**src/design/id3fx_pkg.sv**
```systemverilog
// Shared types and constants for the ID3v2 frame extractor.
// Word layouts, parser phase and result kind codes. No dependencies.
package id3fx_pkg;

    localparam int unsigned TagHdrLen   = 10;
    localparam int unsigned FrameHdrLen = 10;

    localparam logic [31:0] TargetIdReset = 32'h5449_5432;

    localparam logic [2:0] PH_TAG     = 3'd0;
    localparam logic [2:0] PH_FRAME   = 3'd1;
    localparam logic [2:0] PH_CONTENT = 3'd2;
    localparam logic [2:0] PH_SKIP    = 3'd3;
    localparam logic [2:0] PH_IDLE    = 3'd4;

    localparam logic [1:0] KIND_BYTE  = 2'd0;
    localparam logic [1:0] KIND_EMPTY = 2'd1;
    localparam logic [1:0] KIND_NONE  = 2'd2;

    typedef struct packed {
        logic [7:0] data_byte;
        logic       start_of_file;
        logic       end_of_file;
    } t_in_word;

    typedef struct packed {
        logic [7:0] content_byte;
        logic [1:0] result_kind;
        logic       is_last;
    } t_out_word;

    typedef struct packed {
        logic     has_result;
        t_out_word word;
    } t_step_res;

endpackage

```
**src/design/id3fx_frame_extractor_unit.sv**
```systemverilog
// Top level of the ID3v2 frame extractor: input register, parser, result register.
// Depends on id3fx_pkg, id3fx_in_stage, id3fx_parser and id3fx_out_stage.
//
// Usage:
//   The input channel (i_in_valid / o_in_ready / i_in_word) takes one file byte
//   per word with start and end of file flags. The output channel
//   (o_out_valid / i_out_ready / o_out_word) gives content bytes of the frame
//   whose ID equals the target register, or a single empty or not-found status.
//   The target ID is written through i_cfg_wr_en / i_cfg_wr_data while idle.
// Dataflow and throughput:
//   An accepted byte sits in the input register; its parser step loads any result into
//   the result register. One parser step per byte, one byte per cycle unless stalled.
// Reset:
//   Both registers empty, parser at the tag header, target ID back to "TIT2".
// Stall:
//   While a result waits on i_out_ready, the held byte is parsed only once the
//   result register frees; the input register then fills and o_in_ready drops.
module id3_frame_extractor_unit (
    input  logic                 i_clk,
    input  logic                 i_rst_n,
    input  logic                 i_cfg_wr_en,
    input  logic [31:0]          i_cfg_wr_data,
    input  logic                 i_in_valid,
    output logic                 o_in_ready,
    input  id3fx_pkg::t_in_word  i_in_word,
    output logic                 o_out_valid,
    input  logic                 i_out_ready,
    output id3fx_pkg::t_out_word o_out_word
);

    logic                 in_valid;
    id3fx_pkg::t_in_word  in_word;
    logic                 step;
    id3fx_pkg::t_step_res res;

    assign step = in_valid && (!o_out_valid || i_out_ready);

    id3fx_in_stage u_in_stage (
        .i_clk     (i_clk),
        .i_rst_n   (i_rst_n),
        .i_valid   (i_in_valid),
        .o_ready   (o_in_ready),
        .i_word    (i_in_word),
        .i_consume (step),
        .o_valid   (in_valid),
        .o_word    (in_word)
    );

    id3fx_parser u_parser (
        .i_clk         (i_clk),
        .i_rst_n       (i_rst_n),
        .i_cfg_wr_en   (i_cfg_wr_en),
        .i_cfg_wr_data (i_cfg_wr_data),
        .i_step        (step),
        .i_word        (in_word),
        .o_res         (res)
    );

    id3fx_out_stage u_out_stage (
        .i_clk   (i_clk),
        .i_rst_n (i_rst_n),
        .i_load  (step && res.has_result),
        .i_word  (res.word),
        .i_ready (i_out_ready),
        .o_valid (o_out_valid),
        .o_word  (o_out_word)
    );

endmodule

```
**src/design/id3fx_in_stage.sv**
```systemverilog
// Input register of the ID3v2 frame extractor.
// Holds one accepted word until the parser consumes it. Uses id3fx_pkg.
module id3fx_in_stage (
    input  logic                i_clk,
    input  logic                i_rst_n,
    input  logic                i_valid,
    output logic                o_ready,
    input  id3fx_pkg::t_in_word i_word,
    input  logic                i_consume,
    output logic                o_valid,
    output id3fx_pkg::t_in_word o_word
);

    logic                r_valid;
    id3fx_pkg::t_in_word r_word;

    assign o_ready = !r_valid || i_consume;
    assign o_valid = r_valid;
    assign o_word  = r_word;

    always_ff @(posedge i_clk) begin
        if (!i_rst_n) begin
            r_valid <= 1'b0;
        end else if (o_ready) begin
            r_valid <= i_valid;
        end
    end

    always_ff @(posedge i_clk) begin
        if (o_ready && i_valid) begin
            r_word <= i_word;
        end
    end

endmodule

```
**src/design/id3fx_parser.sv**
```systemverilog
// Parser state and per-byte step logic of the ID3v2 frame extractor.
// Holds the target ID register and the tag/frame walk state. Uses id3fx_pkg.
module id3fx_parser (
    input  logic                 i_clk,
    input  logic                 i_rst_n,
    input  logic                 i_cfg_wr_en,
    input  logic [31:0]          i_cfg_wr_data,
    input  logic                 i_step,
    input  id3fx_pkg::t_in_word  i_word,
    output id3fx_pkg::t_step_res o_res
);

    logic [31:0] r_target;
    logic [2:0]  r_phase;
    logic [3:0]  r_hdr_idx;
    logic [29:0] r_pos;
    logic [27:0] r_tag_len;
    logic [31:0] r_name;
    logic [31:0] r_remain;

    logic [2:0]  n_phase;
    logic [3:0]  n_hdr_idx;
    logic [29:0] n_pos;
    logic [27:0] n_tag_len;
    logic [31:0] n_name;
    logic [31:0] n_remain;

    logic [2:0]  b_phase;
    logic [3:0]  b_hdr_idx;
    logic [29:0] b_pos;
    logic [27:0] b_tag_len;
    logic [31:0] b_name;
    logic [31:0] b_remain;

    logic        have;
    logic [1:0]  kind;
    logic [7:0]  cbyte;
    logic        last;
    logic        tag_end;
    logic [28:0] tag_limit;

    always_comb begin
        if (i_word.start_of_file) begin
            b_phase   = id3fx_pkg::PH_TAG;
            b_hdr_idx = '0;
            b_pos     = '0;
            b_tag_len = '0;
            b_name    = '0;
            b_remain  = '0;
        end else begin
            b_phase   = r_phase;
            b_hdr_idx = r_hdr_idx;
            b_pos     = r_pos;
            b_tag_len = r_tag_len;
            b_name    = r_name;
            b_remain  = r_remain;
        end

        n_phase   = b_phase;
        n_hdr_idx = b_hdr_idx;
        n_pos     = b_pos;
        n_tag_len = b_tag_len;
        n_name    = b_name;
        n_remain  = b_remain;
        have      = 1'b0;
        kind      = id3fx_pkg::KIND_NONE;
        cbyte     = '0;
        last      = 1'b1;
        tag_end   = 1'b0;
        tag_limit = '0;

        if (b_phase != id3fx_pkg::PH_IDLE) begin
            if (b_pos != '1) begin
                n_pos = b_pos + 30'd1;
            end
            if (b_phase == id3fx_pkg::PH_TAG && b_hdr_idx >= 4'd6) begin
                n_tag_len = {b_tag_len[20:0], i_word.data_byte[6:0]};
            end
            tag_limit = {1'b0, n_tag_len} + 29'(id3fx_pkg::TagHdrLen);
            tag_end   = n_pos >= {1'b0, tag_limit};

            unique case (b_phase)
                id3fx_pkg::PH_TAG: begin
                    n_hdr_idx = b_hdr_idx + 4'd1;
                    if (n_hdr_idx >= 4'(id3fx_pkg::TagHdrLen)) begin
                        if (tag_end) begin
                            n_phase = id3fx_pkg::PH_IDLE;
                            have    = 1'b1;
                        end else begin
                            n_phase   = id3fx_pkg::PH_FRAME;
                            n_hdr_idx = '0;
                        end
                    end
                end
                id3fx_pkg::PH_FRAME: begin
                    if (b_hdr_idx < 4'd4) begin
                        n_name = {b_name[23:0], i_word.data_byte};
                    end else if (b_hdr_idx < 4'd8) begin
                        n_remain = {b_remain[23:0], i_word.data_byte};
                    end
                    n_hdr_idx = b_hdr_idx + 4'd1;
                    if (n_hdr_idx >= 4'(id3fx_pkg::FrameHdrLen)) begin
                        if (n_name == r_target) begin
                            if (n_remain == '0) begin
                                have    = 1'b1;
                                kind    = id3fx_pkg::KIND_EMPTY;
                                n_phase = id3fx_pkg::PH_IDLE;
                            end else begin
                                n_phase = id3fx_pkg::PH_CONTENT;
                            end
                        end else if (n_remain == '0) begin
                            if (tag_end) begin
                                n_phase = id3fx_pkg::PH_IDLE;
                                have    = 1'b1;
                            end else begin
                                n_phase   = id3fx_pkg::PH_FRAME;
                                n_hdr_idx = '0;
                            end
                        end else begin
                            n_phase = id3fx_pkg::PH_SKIP;
                        end
                    end
                end
                id3fx_pkg::PH_CONTENT: begin
                    have     = 1'b1;
                    kind     = id3fx_pkg::KIND_BYTE;
                    cbyte    = i_word.data_byte;
                    n_remain = b_remain - 32'd1;
                    if (n_remain == '0) begin
                        n_phase = id3fx_pkg::PH_IDLE;
                    end else begin
                        last = 1'b0;
                    end
                end
                id3fx_pkg::PH_SKIP: begin
                    n_remain = b_remain - 32'd1;
                    if (n_remain == '0) begin
                        if (tag_end) begin
                            n_phase = id3fx_pkg::PH_IDLE;
                            have    = 1'b1;
                        end else begin
                            n_phase   = id3fx_pkg::PH_FRAME;
                            n_hdr_idx = '0;
                        end
                    end
                end
                default: begin
                    n_phase = id3fx_pkg::PH_IDLE;
                end
            endcase

            if (i_word.end_of_file && (b_phase <= id3fx_pkg::PH_SKIP)) begin
                if (!have) begin
                    kind  = id3fx_pkg::KIND_NONE;
                    cbyte = '0;
                end
                have    = 1'b1;
                last    = 1'b1;
                n_phase = id3fx_pkg::PH_IDLE;
            end
        end

        o_res.has_result        = have;
        o_res.word.content_byte = cbyte;
        o_res.word.result_kind  = kind;
        o_res.word.is_last      = last;
    end

    always_ff @(posedge i_clk) begin
        if (!i_rst_n) begin
            r_target <= id3fx_pkg::TargetIdReset;
        end else if (i_cfg_wr_en) begin
            r_target <= i_cfg_wr_data;
        end
    end

    always_ff @(posedge i_clk) begin
        if (!i_rst_n) begin
            r_phase   <= id3fx_pkg::PH_TAG;
            r_hdr_idx <= '0;
            r_pos     <= '0;
            r_tag_len <= '0;
            r_name    <= '0;
            r_remain  <= '0;
        end else if (i_step) begin
            r_phase   <= n_phase;
            r_hdr_idx <= n_hdr_idx;
            r_pos     <= n_pos;
            r_tag_len <= n_tag_len;
            r_name    <= n_name;
            r_remain  <= n_remain;
        end
    end

    a_status_zero: assert property (@(posedge i_clk) disable iff (!i_rst_n)
        (i_step && o_res.has_result && o_res.word.result_kind != id3fx_pkg::KIND_BYTE)
        |-> (o_res.word.content_byte == 8'd0 && o_res.word.is_last))
        else $error("status result carries data or is not last");

    a_idle_after_last: assert property (@(posedge i_clk) disable iff (!i_rst_n)
        (i_step && o_res.has_result && o_res.word.is_last)
        |=> (r_phase == id3fx_pkg::PH_IDLE))
        else $error("parser not idle after last result");

    a_tag_idx: assert property (@(posedge i_clk) disable iff (!i_rst_n)
        (r_phase == id3fx_pkg::PH_TAG) |-> (r_hdr_idx < 4'(id3fx_pkg::TagHdrLen)))
        else $error("tag header index overrun");

    a_skip_nonzero: assert property (@(posedge i_clk) disable iff (!i_rst_n)
        (r_phase == id3fx_pkg::PH_SKIP || r_phase == id3fx_pkg::PH_CONTENT)
        |-> (r_remain != 32'd0))
        else $error("skip or content with nothing remaining");

endmodule

```
**src/design/id3fx_out_stage.sv**
```systemverilog
// Result register of the ID3v2 frame extractor.
// Holds one result word until the receiver takes it. Uses id3fx_pkg.
module id3fx_out_stage (
    input  logic                 i_clk,
    input  logic                 i_rst_n,
    input  logic                 i_load,
    input  id3fx_pkg::t_out_word i_word,
    input  logic                 i_ready,
    output logic                 o_valid,
    output id3fx_pkg::t_out_word o_word
);

    logic                 r_valid;
    id3fx_pkg::t_out_word r_word;

    assign o_valid = r_valid;
    assign o_word  = r_word;

    always_ff @(posedge i_clk) begin
        if (!i_rst_n) begin
            r_valid <= 1'b0;
        end else if (i_load) begin
            r_valid <= 1'b1;
        end else if (i_ready) begin
            r_valid <= 1'b0;
        end
    end

    always_ff @(posedge i_clk) begin
        if (i_load) begin
            r_word <= i_word;
        end
    end

endmodule
```
**config.mk**
```make
export PLATFORM = sky130hd
export DESIGN_NAME = id3_frame_extractor_unit
export DESIGN_NICKNAME = d
export VERILOG_FILES = /design/src/design/id3fx_pkg.sv /design/src/design/id3fx_frame_extractor_unit.sv /design/src/design/id3fx_in_stage.sv /design/src/design/id3fx_parser.sv /design/src/design/id3fx_out_stage.sv
export SDC_FILE = /design/constraint.sdc
export NUM_CORES = 1
export LEC_CHECK = 0
export BUFFER_PORTS_ARGS = -buffer_cell sky130_fd_sc_hd__buf_4
export CAP_MARGIN = 20
export CORE_MARGIN = 2
export CORE_UTILIZATION = 40
export CTS_CLUSTER_SIZE = 12
export DETAILED_ROUTE_END_ITERATION = 8
export PLACE_DENSITY = 0.68
export SETUP_SLACK_MARGIN = 0.4
export SYNTH_ARGS = -nofsm -noshare
export SYNTH_HDL_FRONTEND = slang
export SYNTH_SLANG_ARGS = --single-unit
```
**constraint.sdc**
```tcl
create_clock -name i_clk -period 7.5 [get_ports i_clk]
set_input_delay 0.375 -clock i_clk [delete_from_list [all_inputs] [get_ports i_clk]]
set_output_delay 0.375 -clock i_clk [all_outputs]
set_load 0.02 [all_outputs]
```
==> summary.md, run 1 <==
| Metric | Value |
|---|---|
| Worst Setup Start Kind | `register` |
| Post-synth cell types | `94` |
| Vias per Instance | `6.14` |
| Worst vdd ir | `0.000183 V` |
| CP Data Arrival Time | `6.60 ns` |
| Buffers & Inverters on Critical Path | `2` |
| WP data required | `7.66 ns` |
| Vias | `12200` |
| Initial antenna violation count | `0` |
| Final Wtd Congestion | `0.930` |
| Worst reg2reg path startpoint | `u_parser.r_phase[0]` |
| Starting density of the core | `0.407` |
| F_max | `0.155 GHz` |
| HP Class | `input port to register` |
| Slew Limit Headroom | `0.305` |
| Worst path slowest cell | `or4b_2` |
| First-pass GRT wire length | `61200 um` |
| Overall power | `2.20 mW` |
| P_leak | `4.97 nW` |
| Worst Skew | `0.0167 ns` |
| Pin count of the biggest net entering global routing | `89` |
| Multiplexer share of the synthesized area | `0.0452` |
| Simple-gate share of the synthesized area | `0.296` |
| Final setup viols | `0` |
| Post-route ant nets | `0` |
| Fraction of registers with async set/reset | `0` |
| Synthesis Warnings | `0` |
| Worst-margin pin slew | `1.04 ns` |
| Ranking of synthesized cells by area | `dfxtp_1 (25%), nor2b_1 (5.8%), edfxtp_1 (4.9%)` |
| CTS Sinks | `184` |
| Synth-to-Final Area Change | `9.23%` |
| Most common cell in the netlist | `nand2_1` |
| Pre-CTS setup slack | `0.497 ns` |
| Reg-to-reg slack, setup | `1.06 ns` |
| Main combinational cell family by area after synthesis | `simple AND/OR/NAND/NOR gates` |
| DR pass1 iterations | `5` |
| Commonest cells post-synth | `nand2_1 (166), dfxtp_1 (163), nor2b_1 (119), clkbuf_1 (93), nor2_1 (93)` |
| Top-area cell type share of the netlist area | `0.253` |
| Initial drt markers | `1566` |
| EDFF count, synth | `21` |
| Clk Tree Root Cell | `clkbuf_16` |
| FF-to-FF End | `u_out_stage.o_word[8]` |
| #FFs+latches synth | `184` |
| Setup crit end kind | `register` |
| Worst R2R Path Depth | `22` |
| Crit path largest cell delay | `0.60 ns` |
| Crit path max fanout | `15` |
| Clock latency on the worst-skew pair | `0.46 ns` |
| Primary FF master, synth | `dfxtp_1` |
| Fin worst setup slack | `1.06 ns` |
| Vias in the first global route | `11400` |
| Slew Viols, Final | `0` |
| Stages on worst setup path | `22` |
| Die ar. | `33600 um^2` |
| Die Span Y | `183 um` |
| FP Rows | `65` |
| Register area share after synthesis | `0.302` |
| Wire length per cell | `18.9 um` |
| Final hold vios | `0` |
| Largest area contributor in the netlist | `dfxtp_1` |
| Compound-Gate Fraction of Synth Area | `0.207` |
| Final Cycle Share | `0.858` |
| Max clock buf depth | `2` |
| Setup crit start | `u_parser.r_phase[0]` |
| Worst Setup EP | `u_out_stage.o_word[8]` |
| Final Critical Period | `6.44 ns` |
| Drt drc | `0` |
| Setup total negative slack | `0 ns` |
| CORE AREA | `31600 um^2` |
| Post-Syn Area per Cell | `8.01 um^2` |
| Post-synthesis instance area | `12900 um^2` |
| Status | `complete, no violations` |
| Family with the most delay on the worst path | `compound AO/OA/AOI/OAI gates` |
| Io pins | `60` |
| WS Path Type | `register to register` |
| Syn Nets | `1689` |
| Layout cells sized above 1 | `0.101` |
| Depth of the CTS H-tree | `4` |
| Post-DP HPWL | `25500 um` |
| Gr usage total | `0.224` |
| CTS Buf Count | `17` |
| CP Cell Sequence | `or3_1 -> a21oi_1 -> nand2_1 -> a21oi_1 -> ha_1 -> inv_1 -> a211oi_2 -> o2111ai_1 -> nor3_4 -> nand2_1 -> xnor2_1 -> a22oi_1 -> ha_1 -> nand4_1 -> nor3_1 -> or4b_2 -> o41ai_1 -> nor4b_4 -> buf_4 -> nor3b_1 -> o31ai_1 -> o21ai_2` |
| Clk pin slew, worst setup/hold paths | `0.08 ns` |
| Total congestion overflow | `0` |
| # diodes | `0` |
| Pwr dens | `156 nW/um^2` |
| Max Cap Viol | `0` |
| Port Buffers | `59` |
| Die X | `183 um` |
| RSZ-0062 raised after global routing | `no` |
| Synth Instances | `1607` |
| CTS tree | `yes` |
| Final WL | `37700 um` |
| Synth Area in XOR/XNOR | `0.0633` |
| Post-synthesis adder-cell area fraction | `0.0340` |
| Worst hold slack | `0.0986 ns` |
| # nets final | `1659` |
[metrics by stage]
stage	util	instances	area (um^2)
floorplan	-	1607	12900
global placement	0.425	1957	13400
detailed placement	0.425	1957	13400
CTS	0.443	1989	14000
global route	0.444	1992	14100
finish	0.444	1992	14100
[cell families (layout without fill, tap and decap cells)]
logic type,Yosys count,in the layout
simple gates,679,679
compound gates,399,399
flops,184,184
buf+inv,159,142
xor+xnor,93,93
mux,58,58
fa+ha+maj,35,35
[state kept, by name, summed over array words and instances, names as in the netlist]
signal and cells:
u_in_stage.o_valid 1, u_in_stage.o_word 10, u_out_stage.o_valid 1, u_out_stage.o_word 11, u_parser.r_hdr_idx 4, u_parser.r_name 32, u_parser.r_phase 3, u_parser.r_pos 30
u_parser.r_remain 32, u_parser.r_tag_len 28, u_parser.r_target 32
[cell usage in the layout, fill, tap and decap left out, drive strengths merged, types with 7 or more instances in the layout]
master and n:
and4 7, nor3b 14, nand2b 15, nor4b 34, dfxtp 163, nor2b 119, o21ai 75, a21boi 20
clkbuf 17, clkinv 8, a21o 11, a31oi 35, nor2 93, nand2 166, o22ai 9, or4 7
o211ai 9, inv 29, nand3 44, xnor2 40, xor2 53, or3 21, edfxtp 21, nand4 36
ha 35, o31ai 8, buf 88, a21oi 84, and3 18, a22oi 77, mux2i 57, nor4 28
and2 19, nor3 40
[report_power, final]
group	total (mW)	internal [mW]	switching [mW]
logic	0.256	0.106	0.150
clock network	0.899	0.445	0.454
registers	1.05	1.02	0.0304
[metal layers]
metal,part of all wire,routed length (um),vias to the layer above,track usage
met5,0,0,-,0
met4,0.020,756,0,0.0733
met3,0.078,2940,61,0.0431
met2,0.45,16900,529,0.345
met1,0.45,17100,5822,0.313
li1,-,-,5812,-
[what timing repair did]
item | 4_1_cts | 5_1_grt
hold buffers | 0 | 0
resized for setup | 0 | 3
setup buffers | 0 | 3
endpoints found under the setup margin | 0 | 18
[worst reg2reg max path, cell delays in order (launching register included)]
cell,delay [ns]
dfxtp_1,0.48
or3_1,0.57
a21oi_1,0.32
nand2_1,0.10
a21oi_1,0.28
ha_1,0.25
inv_1,0.09
a211oi_2,0.35
o2111ai_1,0.34
nor3_4,0.37
nand2_1,0.11
xnor2_1,0.15
a22oi_1,0.20
ha_1,0.27
nand4_1,0.15
nor3_1,0.07
or4b_2,0.60
o41ai_1,0.41
nor4b_4,0.28
buf_4,0.20
nor3b_1,0.08
o31ai_1,0.24
o21ai_2,0.23
[how the worst min path moves through the flow]
stage                     startpoint               endpoint  slack (ns)  depth (start not counted)
2_1_floorplan  u_parser.r_target[16]  u_parser.r_target[16]        0.46                          2
3_3_place_gp   u_parser.r_target[14]  u_parser.r_target[14]        0.48                          2
3_5_place_dp   u_parser.r_target[19]  u_parser.r_target[19]        0.48                          2
4_1_cts                 i_in_word[5]   u_in_stage.o_word[5]        0.08                          1
5_1_grt                 i_in_word[3]   u_in_stage.o_word[3]        0.08                          1
6_report                i_in_word[5]   u_in_stage.o_word[5]         0.1                          1
[layout make-up]
class                           instances  area (um^2)
Fill cell                            3077        17600
Multi-Input combinational cell       1264         8340
Timing Repair Buffer                   88          661
Clock buffer                           17          425
Tap cell                              402          503
Inverter                               22         82.6
Sequential cell                       184         3890
Clock inverter                         15          154
Note: power is estimated with default switching activity, not from simulation.
==> inputs of run 2 (changes only) <==
--- a/config.mk
+++ b/config.mk
@@ -15,4 +15,5 @@
 export SETUP_SLACK_MARGIN = 0.4
 export SYNTH_ARGS = -nofsm -noshare
 export SYNTH_HDL_FRONTEND = slang
+export SYNTH_HIERARCHICAL = 1
 export SYNTH_SLANG_ARGS = --single-unit
==> run 2 against run 1 <==
  * Register-to-register slack lost 0.05 ns
  * Non-clock buffer count shrank 7
  * Combinational power grew 14%
  * Count of clock-buffer cells in the layout grew 3
  * Setup slack lost 0.048 ns
  * Highest routed layer unchanged
==> summary.md, run 2 <==
| Metric | Value |
|---|---|
| CORE AREA | `29700 um^2 (-6.1%)` |
| Cts hold-fix bufs | `0 (unchanged)` |
| Initial drt markers | `1177 (-25%)` |
| Hold Path Stages | `1 (unchanged)` |
| Final setup viols | `0 (unchanged)` |
| EDFF count, synth | `21 (unchanged)` |
| Final WL | `34600 um (-8.0%)` |
| # diodes | `0 (unchanged)` |
| #FFs+latches synth | `184 (unchanged)` |
| Port Buffers | `59 (unchanged)` |
| Pin count of the biggest net entering global routing | `91 (+2.2%)` |
| Vias per Instance | `5.98 (-2.5%)` |
| Starting density of the core | `0.407 (+0.000428)` |
| Depth of the CTS H-tree | `4 (unchanged)` |
| Vias in the first global route | `10600 (-6.9%)` |
| DR pass1 iterations | `7 (+2)` |
| Worst path slowest cell | `nor4_2` |
| End point of the worst hold path | `u_in_stage/o_word[7]` |
| Die Span Y | `178 um (-3.0%)` |
| Clock latency on the worst-skew pair | `0.44 ns (-0.02 ns)` |
| Clk Tree Root Cell | `clkbuf_16` |
| Worst Skew | `0.0104 ns (-0.00632 ns)` |
| Crit path largest cell delay | `0.74 ns (+0.14 ns)` |
| Crit path max fanout | `46 (+31)` |
| Slew Viols, Final | `0 (unchanged)` |
| Largest area contributor in the netlist | `dfxtp_1` |
| Top-area cell type share of the netlist area | `0.270 (+0.0161)` |
| Hold Crit Start | `i_in_word[7]` |
| # nets final | `1592 (-4.0%)` |
| Post-synth cell types | `88 (-6.4%)` |
| Primary FF master, synth | `dfxtp_1` |
| Io pins | `60 (unchanged)` |
| Worst reg2reg path startpoint | `u_in_stage/o_word[1]` |
| Max clock buf depth | `2 (unchanged)` |
| Worst-margin pin slew | `1.01 ns (-0.0303 ns)` |
| CTS tree | `yes` |
| Post-DP HPWL | `23200 um (-8.9%)` |
| Vias | `11400 (-6.4%)` |
| Final Wtd Congestion | `0.953 (+2.4%)` |
| P_leak | `4.76 nW (-4.4%)` |
| Setup crit end kind | `register` |
| Area of the multi-input gates | `7620 um^2 (-8.7%)` |
| Overall power | `2.24 mW (+1.9%)` |
| Commonest non-fill, non-tap cells in the layout | `nor2_1 (211), nand2_1 (169), dfxtp_1 (163), buf_4 (80), a22oi_1 (80)` |
| Post-Syn Area per Cell | `7.85 um^2 (-1.9%)` |
| Initial antenna violation count | `0 (unchanged)` |
| Final Critical Period | `6.49 ns (+0.0483 ns)` |
| Synth-to-Final Area Change | `9.67%` |
| CP Cell Sequence | `buf_4 -> nor2_2 -> ha_1 -> o21ai_0 -> a211oi_4 -> buf_4 -> o21ai_0 -> ha_2 -> a221o_1 -> nand2_1 -> a211o_1 -> or3_1 -> nor3_1 -> xnor2_1 -> ha_1 -> nand4_1 -> or2_2 -> a21oi_1 -> a2111oi_0 -> a211oi_1 -> nor4_2 -> a311oi_1 -> and3_2 -> o21a_1` |
| Worst Setup Start Kind | `register` |
| Post-route ant nets | `0 (unchanged)` |
| Final Cycle Share | `0.865 (+0.00644)` |
| Worst R2R Path Depth | `24 (+9.1%)` |
| Post-synthesis instance area | `12100 um^2 (-6.0%)` |
| Postcts setup bufs | `0 (unchanged)` |
| Wire length per cell | `18.1 um (-4.2%)` |
| Most common cell in the netlist | `nor2_1` |
| F_max | `0.154 GHz (-0.74%)` |
| Synth Instances | `1541 (-4.1%)` |
| Synthesis Warnings | `6 (+6)` |
| Die X | `178 um (-3.0%)` |
| Die ar. | `31700 um^2 (-5.8%)` |
| CTS Buf Count | `17 (unchanged)` |
| Filler cells | `2881 (-6.4%)` |
| Ranking of synthesized cells by area | `dfxtp_1 (27%), nor2_1 (6.6%), nand2_1 (5.2%)` |
| Syn Nets | `1624 (-3.8%)` |
| Worst vdd ir | `0.000165 V (-10%)` |
| CP Data Arrival Time | `6.83 ns (+0.23 ns)` |
| FP Rows | `63 (-3.1%)` |
| First-pass GRT wire length | `56100 um (-8.3%)` |
| WS Path Type | `register to register` |
| Max Cap Viol | `0 (unchanged)` |
| Pwr dens | `169 nW/um^2 (+7.9%)` |
| FF-to-FF End | `u_out_stage/o_valid` |
| Fraction of registers with async set/reset | `0 (unchanged)` |
| Gr usage total | `0.220 (-0.00369)` |
| Most common cell after layout, fill and taps aside | `nor2_1` |
| Slew Limit Headroom | `0.327 (+0.0216)` |
| Register area share after synthesis | `0.322 (+0.0192)` |
| Status | `complete, no violations` |
| Clk pin slew, worst setup/hold paths | `0.07 ns (about the same)` |
| Total congestion overflow | `0 (unchanged)` |
| Drt drc | `0 (unchanged)` |
| Commonest cells post-synth | `nor2_1 (212), nand2_1 (169), dfxtp_1 (163), clkbuf_1 (101), a22oi_1 (80)` |
| Reg-to-reg slack, setup | `1.01 ns (-0.05 ns)` |
| Setup total negative slack | `0 ns (unchanged)` |
| Final hold vios | `0 (unchanged)` |
| RSZ-0062 raised after global routing | `no` |
| Layout cells sized above 1 | `0.0979 (-0.00336)` |
| CTS Sinks | `184 (unchanged)` |
| HP Class | `input port to register` |
| Biggest regs | `u_parser/r_name: 32 flops, u_parser/r_remain: 32 flops, u_parser/r_target: 32 flops` |
| WP data required | `7.84 ns (+0.18 ns)` |
| Post-CTS sizing | `0 (unchanged)` |
| Register area | `3890 um^2 (unchanged)` |
-- run 2: metal layers --
layer,wire length [um],vias to the layer above,part of all wire,global-route usage
met1,15700,5413,0.45,0.301
met3,2290,67,0.066,0.0328
met5,0,-,0,0
li1,-,5514,-,-
met2,15800,448,0.46,0.349
met4,860,0,0.025,0.0833
-- run 2: through the flow --
step | hold slack, ns | area, um^2 | setup WS (ns) | instances | utilization
after floorplan | 0.450 | 12100 | 0.430 | 1541 | -
final | 0.101 | 13300 | 1.01 | 1912 | 0.447
after global routing | 0.0934 | 13300 | 0.428 | 1912 | 0.447
after global placement | 0.463 | 12700 | 1.37 | 1879 | 0.427
after detailed placement | 0.481 | 12700 | 1.07 | 1879 | 0.427
after CTS | 0.0915 | 13300 | 1.02 | 1911 | 0.446
-- run 2: report_power, final --
group          switching [mW]  internal, mW  leakage [nW]  total, mW
Sequential             0.0382          1.02          1.52       1.06
Combinational           0.183         0.109          2.95      0.292
Clock                   0.411         0.482         0.288      0.893
-- run 2: kinds of logic (layout without fill, tap and decap cells) --
kind of cell,after synthesis,after routing,share of synthesized area
XOR/XNOR,103,103,0.0745
adder cells (fa/ha/maj),36,36,0.0372
buffers and inverters,157,138,0.0515
multiplexers,66,66,0.0551
AND/OR/NAND/NOR,654,654,0.269
AO/OA/AOI/OAI,341,341,0.191
flip-flops,184,184,0.322
-- run 2: how the worst max path moves through the flow --
stage,end,startpoint,slack [ns],cells past startpoint
after floorplan,u_out_stage/o_word[0],u_in_stage/o_word[1],0.43,36
after global placement,u_out_stage/o_valid,u_parser/r_hdr_idx[3],1.37,20
after detailed placement,u_out_stage/o_valid,u_in_stage/o_word[1],1.07,24
after CTS,u_out_stage/o_valid,u_in_stage/o_word[1],1.02,24
after global routing,u_out_stage/o_valid,u_in_stage/o_word[1],0.43,24
final,u_out_stage/o_valid,u_in_stage/o_word[1],1.01,24
-- run 2: worst max-delay path, delay by kind of cell, from the launching register on --
family / cells / cell delay [ns]
adder cells (fa/ha/maj): 3 / 0.72
AND/OR/NAND/NOR: 8 / 2.16
XOR/XNOR: 1 / 0.16
flip-flops: 1 / 0.38
AO/OA/AOI/OAI: 10 / 2.31
buffers and inverters: 2 / 0.65
-- run 2: layout make-up --
| class | count | area share |
|---|---|---|
| tap | 390 | 0.0368 |
| clock inverter | 12 | 0.00858 |
| inverter | 25 | 0.00726 |
| multi-input combinational | 1200 | 0.574 |
| clock buffer | 20 | 0.0344 |
| timing repair buffer | 81 | 0.0458 |
| sequential | 184 | 0.293 |
==> inputs of run 3 (changes only) <==
--- a/config.mk
+++ b/config.mk
@@ -5,13 +5,13 @@
 export SDC_FILE = /design/constraint.sdc
 export NUM_CORES = 1
 export LEC_CHECK = 0
-export BUFFER_PORTS_ARGS = -buffer_cell sky130_fd_sc_hd__buf_4
 export CAP_MARGIN = 20
 export CORE_MARGIN = 2
 export CORE_UTILIZATION = 40
 export CTS_CLUSTER_SIZE = 12
 export DETAILED_ROUTE_END_ITERATION = 8
-export PLACE_DENSITY = 0.68
+export DONT_BUFFER_PORTS = 1
+export PLACE_DENSITY = 0.66
 export SETUP_SLACK_MARGIN = 0.4
 export SYNTH_ARGS = -nofsm -noshare
 export SYNTH_HDL_FRONTEND = slang
==> run 3 against run 2 <==
  * Count of clock-buffer cells in the layout grew 2
  * Cell count shrank 3.0%
  * Wire length grew 3.0%
  * Power grew 0.81%
  * Sequential cell count is the same
  * Clock power grew 4.7%
  * Final area shrank 3.0%
  * Largest power group unchanged
  * Combinational power shrank 8.6%
  * Critical path type unchanged
  * Setup slack gained 0.12 ns
  * Worst hold slack lost 0.078 ns
==> summary.md, run 3 (synthesis gave the netlist of run 2 again) <==
| Metric | Value |
|---|---|
| Status | `complete, no violations` |
| Fin worst setup slack | `1.14 ns (+0.123 ns)` |
| Top cell by count, worst path | `nor4_2` |
| F_max | `0.157 GHz (+1.9%)` |
| Met3 WL post-DR | `2250 um (-1.5%)` |
| Register share of total power | `0.469 (-0.002)` |
| Final setup viols | `0 (unchanged)` |
| WP data required | `7.84 ns (about the same)` |
| Biggest regs | `u_parser/r_name: 32 flops, u_parser/r_remain: 32 flops, u_parser/r_target: 32 flops` |
| Worst hold slack | `0.0225 ns (-0.0781 ns)` |
| Die Span Y | `178 um (unchanged)` |
| WS Path Type | `register to register` |
| Pin count of the biggest net entering global routing | `95 (+4.4%)` |
| Hold Crit Start | `i_in_word[9]` |
| Drt drc | `0 (unchanged)` |
| Final Wtd Congestion | `0.930 (-2.4%)` |
| Post-DP HPWL | `23500 um (+1.3%)` |
| Synth-to-Final Area Change | `6.40%` |
| Depth of the CTS H-tree | `4 (unchanged)` |
| Worst Setup Start Kind | `register` |
| Initial drt markers | `1433 (+22%)` |
| Crit path max fanout | `46 (unchanged)` |
| # diodes | `0 (unchanged)` |
| Vias in the first global route | `10900 (+2.6%)` |
| RSZ-0062 raised after global routing | `no` |
| CORE AREA | `29700 um^2 (unchanged)` |
| Commonest non-fill, non-tap cells in the layout | `nor2_1 (211), nand2_1 (169), dfxtp_1 (163), a22oi_1 (80), o21ai_0 (66)` |
| Starting density of the core | `0.407 (unchanged)` |
| CTS tree | `yes` |
| Final Cycle Share | `0.848 (-0.0164)` |
| Die X | `178 um (unchanged)` |
| Gr usage total | `0.227 (+0.00696)` |
| Setup crit end kind | `register` |
| Vias per Instance | `6.12 (+2.3%)` |
| Layout cells sized above 1 | `0.0608 (-0.0371)` |
| Final Critical Period | `6.36 ns (-0.123 ns)` |
| Combinational share of power | `0.118 (-0.012)` |
| FF-to-FF End | `u_out_stage/o_valid` |
| Metal-1 WL | `16000 um (+2.0%)` |
| Clk pin slew, worst setup/hold paths | `0.07 ns (about the same)` |
| Met2 WL | `16600 um (+4.9%)` |
| Worst reg2reg path startpoint | `u_parser/r_hdr_idx[3]` |
| Total congestion overflow | `0 (unchanged)` |
| Reg-to-reg slack, setup | `1.14 ns (+0.12 ns)` |
| Crit path largest cell delay | `0.87 ns (+0.13 ns)` |
| Vias | `11400 (-0.77%)` |
| CP Data Arrival Time | `6.70 ns (-0.13 ns)` |
| Setup total negative slack | `0 ns (unchanged)` |
| DR pass1 iterations | `6 (-1)` |
| Max clock buf depth | `2 (unchanged)` |
| End point of the worst hold path | `u_in_stage/o_word[9]` |
| Switch share | `0.281 (-0.00126)` |
| Pwr dens | `176 nW/um^2 (+3.9%)` |
| CTS Buf Count | `17 (unchanged)` |
| Clk Tree Root Cell | `clkbuf_16` |
| Io pins | `60 (unchanged)` |
| Highest routing layer actually used | `met4` |
| # nets final | `1534 (-3.6%)` |
| Sw Pwr | `635 uW (+0.36%)` |
| P_leak | `4.49 nW (-5.6%)` |
| Initial antenna violation count | `1 (+1)` |
| Clock share of power | `0.413 (+0.015)` |
| Pre-CTS setup slack | `1.25 ns (+0.175 ns)` |
| Post-route ant nets | `0 (unchanged)` |
| Final hold vios | `0 (unchanged)` |
| Max Cap Viol | `0 (unchanged)` |
| Worst vdd ir | `0.000131 V (-20%)` |
| CP Cell Sequence | `inv_1 -> a211oi_4 -> buf_4 -> mux2_2 -> nor4_2 -> and3_1 -> and2b_1 -> nand2_1 -> xnor2_1 -> a22oi_1 -> ha_1 -> nand4_1 -> or2_2 -> a21oi_1 -> a2111oi_0 -> a211oi_1 -> nor4_2 -> a311oi_1 -> and3_2 -> o21a_1` |
| Final cell utilization of the core | `0.433 (-0.0133)` |
| Clock latency on the worst-skew pair | `0.44 ns (about the same)` |
| Hold Path Stages | `0 (-1)` |
| Internal power | `1.63 mW (+0.99%)` |
| CTS Sinks | `184 (unchanged)` |
| Most common cell after layout, fill and taps aside | `nor2_1` |
| Final WL | `35700 um (+3.0%)` |
| Slew Viols, Final | `0 (unchanged)` |
| Worst-margin pin slew | `1.06 ns (+0.0528 ns)` |
| Worst path slowest cell | `dfxtp_1` |
| Slew Limit Headroom | `0.292 (-0.0352)` |
| HP Class | `input port to register` |
| Wire length per cell | `19.3 um (+6.2%)` |
| First-pass GRT wire length | `57800 um (+3.1%)` |
| FP Rows | `63 (unchanged)` |
| Port Buffers | `0 (-100%)` |
| Worst Skew | `0.0117 ns (+0.00132 ns)` |
| Die ar. | `31700 um^2 (unchanged)` |
| Worst R2R Path Depth | `20 (-17%)` |
| Post-CTS sizing | `0 (unchanged)` |
==> run 3: area by class of cell <==
| class | count | area [um^2] |
|---|---|---|
| clock buffers | 22 | 497 |
| fillers | 2896 | 16800 |
| well taps | 390 | 488 |
| repair buffers | 23 | 178 |
| multi-input cells | 1200 | 7620 |
| inverters | 25 | 96.3 |
| flip-flops and latches | 184 | 3890 |
| clock inverters | 10 | 104 |
==> run 3: timing repair <==
item	in CTS	in global routing
endpoints found under the setup margin	0	0
hold buffers	1	1
setup buffers	0	0
endpoints found under the hold margin	2	4
==> run 3: worst max-delay path, delay by kind of cell, from the launching register on <==
family / cells / cell delay, ns
AND/OR/NAND/NOR: 8 / 2.29
AO/OA/AOI/OAI: 7 / 1.50
flip-flops: 1 / 0.87
buffers and inverters: 2 / 0.76
multiplexers: 1 / 0.41
adder cells (fa/ha/maj): 1 / 0.27
XOR/XNOR: 1 / 0.13
==> run 3: worst max-delay path by stage <==
| stage | cells past startpoint | slack [ns] | end | startpoint |
|---|---|---|---|---|
| after detailed placement | 19 | 1.25 | u_out_stage/o_valid | u_parser/r_hdr_idx[3] |
| after global placement | 20 | 1.39 | u_out_stage/o_valid | u_parser/r_hdr_idx[3] |
| final | 20 | 1.14 | u_out_stage/o_valid | u_parser/r_hdr_idx[3] |
| after floorplan | 36 | 0.43 | u_out_stage/o_word[0] | u_in_stage/o_word[1] |
| after CTS | 19 | 1.22 | u_out_stage/o_valid | u_parser/r_hdr_idx[3] |
| after global routing | 19 | 0.69 | u_out_stage/o_valid | u_parser/r_hdr_idx[3] |
==> run 3: power groups by stage <==
stage	clock network [mW]	registers [mW]	logic, mW
after floorplan	0	1.06	0.214
after global placement	0	1.08	0.257
after detailed placement	0	1.08	0.259
after CTS	0.948	1.06	0.261
after global routing	0.987	1.06	0.291
final	0.935	1.06	0.267
==> run 3: per-layer routing <==
metal / track usage / up-vias
met5: 0 / -
met4: 0.0772 / 0
met3: 0.0351 / 80
met2: 0.370 / 442
met1: 0.305 / 5439
li1: - / 5393
==> run 3: metrics by stage <==
stage	instance area, um^2	std cells	power (mW)
floorplan	12100	1541	1.27
global placement	12300	1819	1.34
detailed placement	12300	1819	1.34
CTS	12900	1852	2.27
global route	12900	1854	2.34
finish	12900	1854	2.26
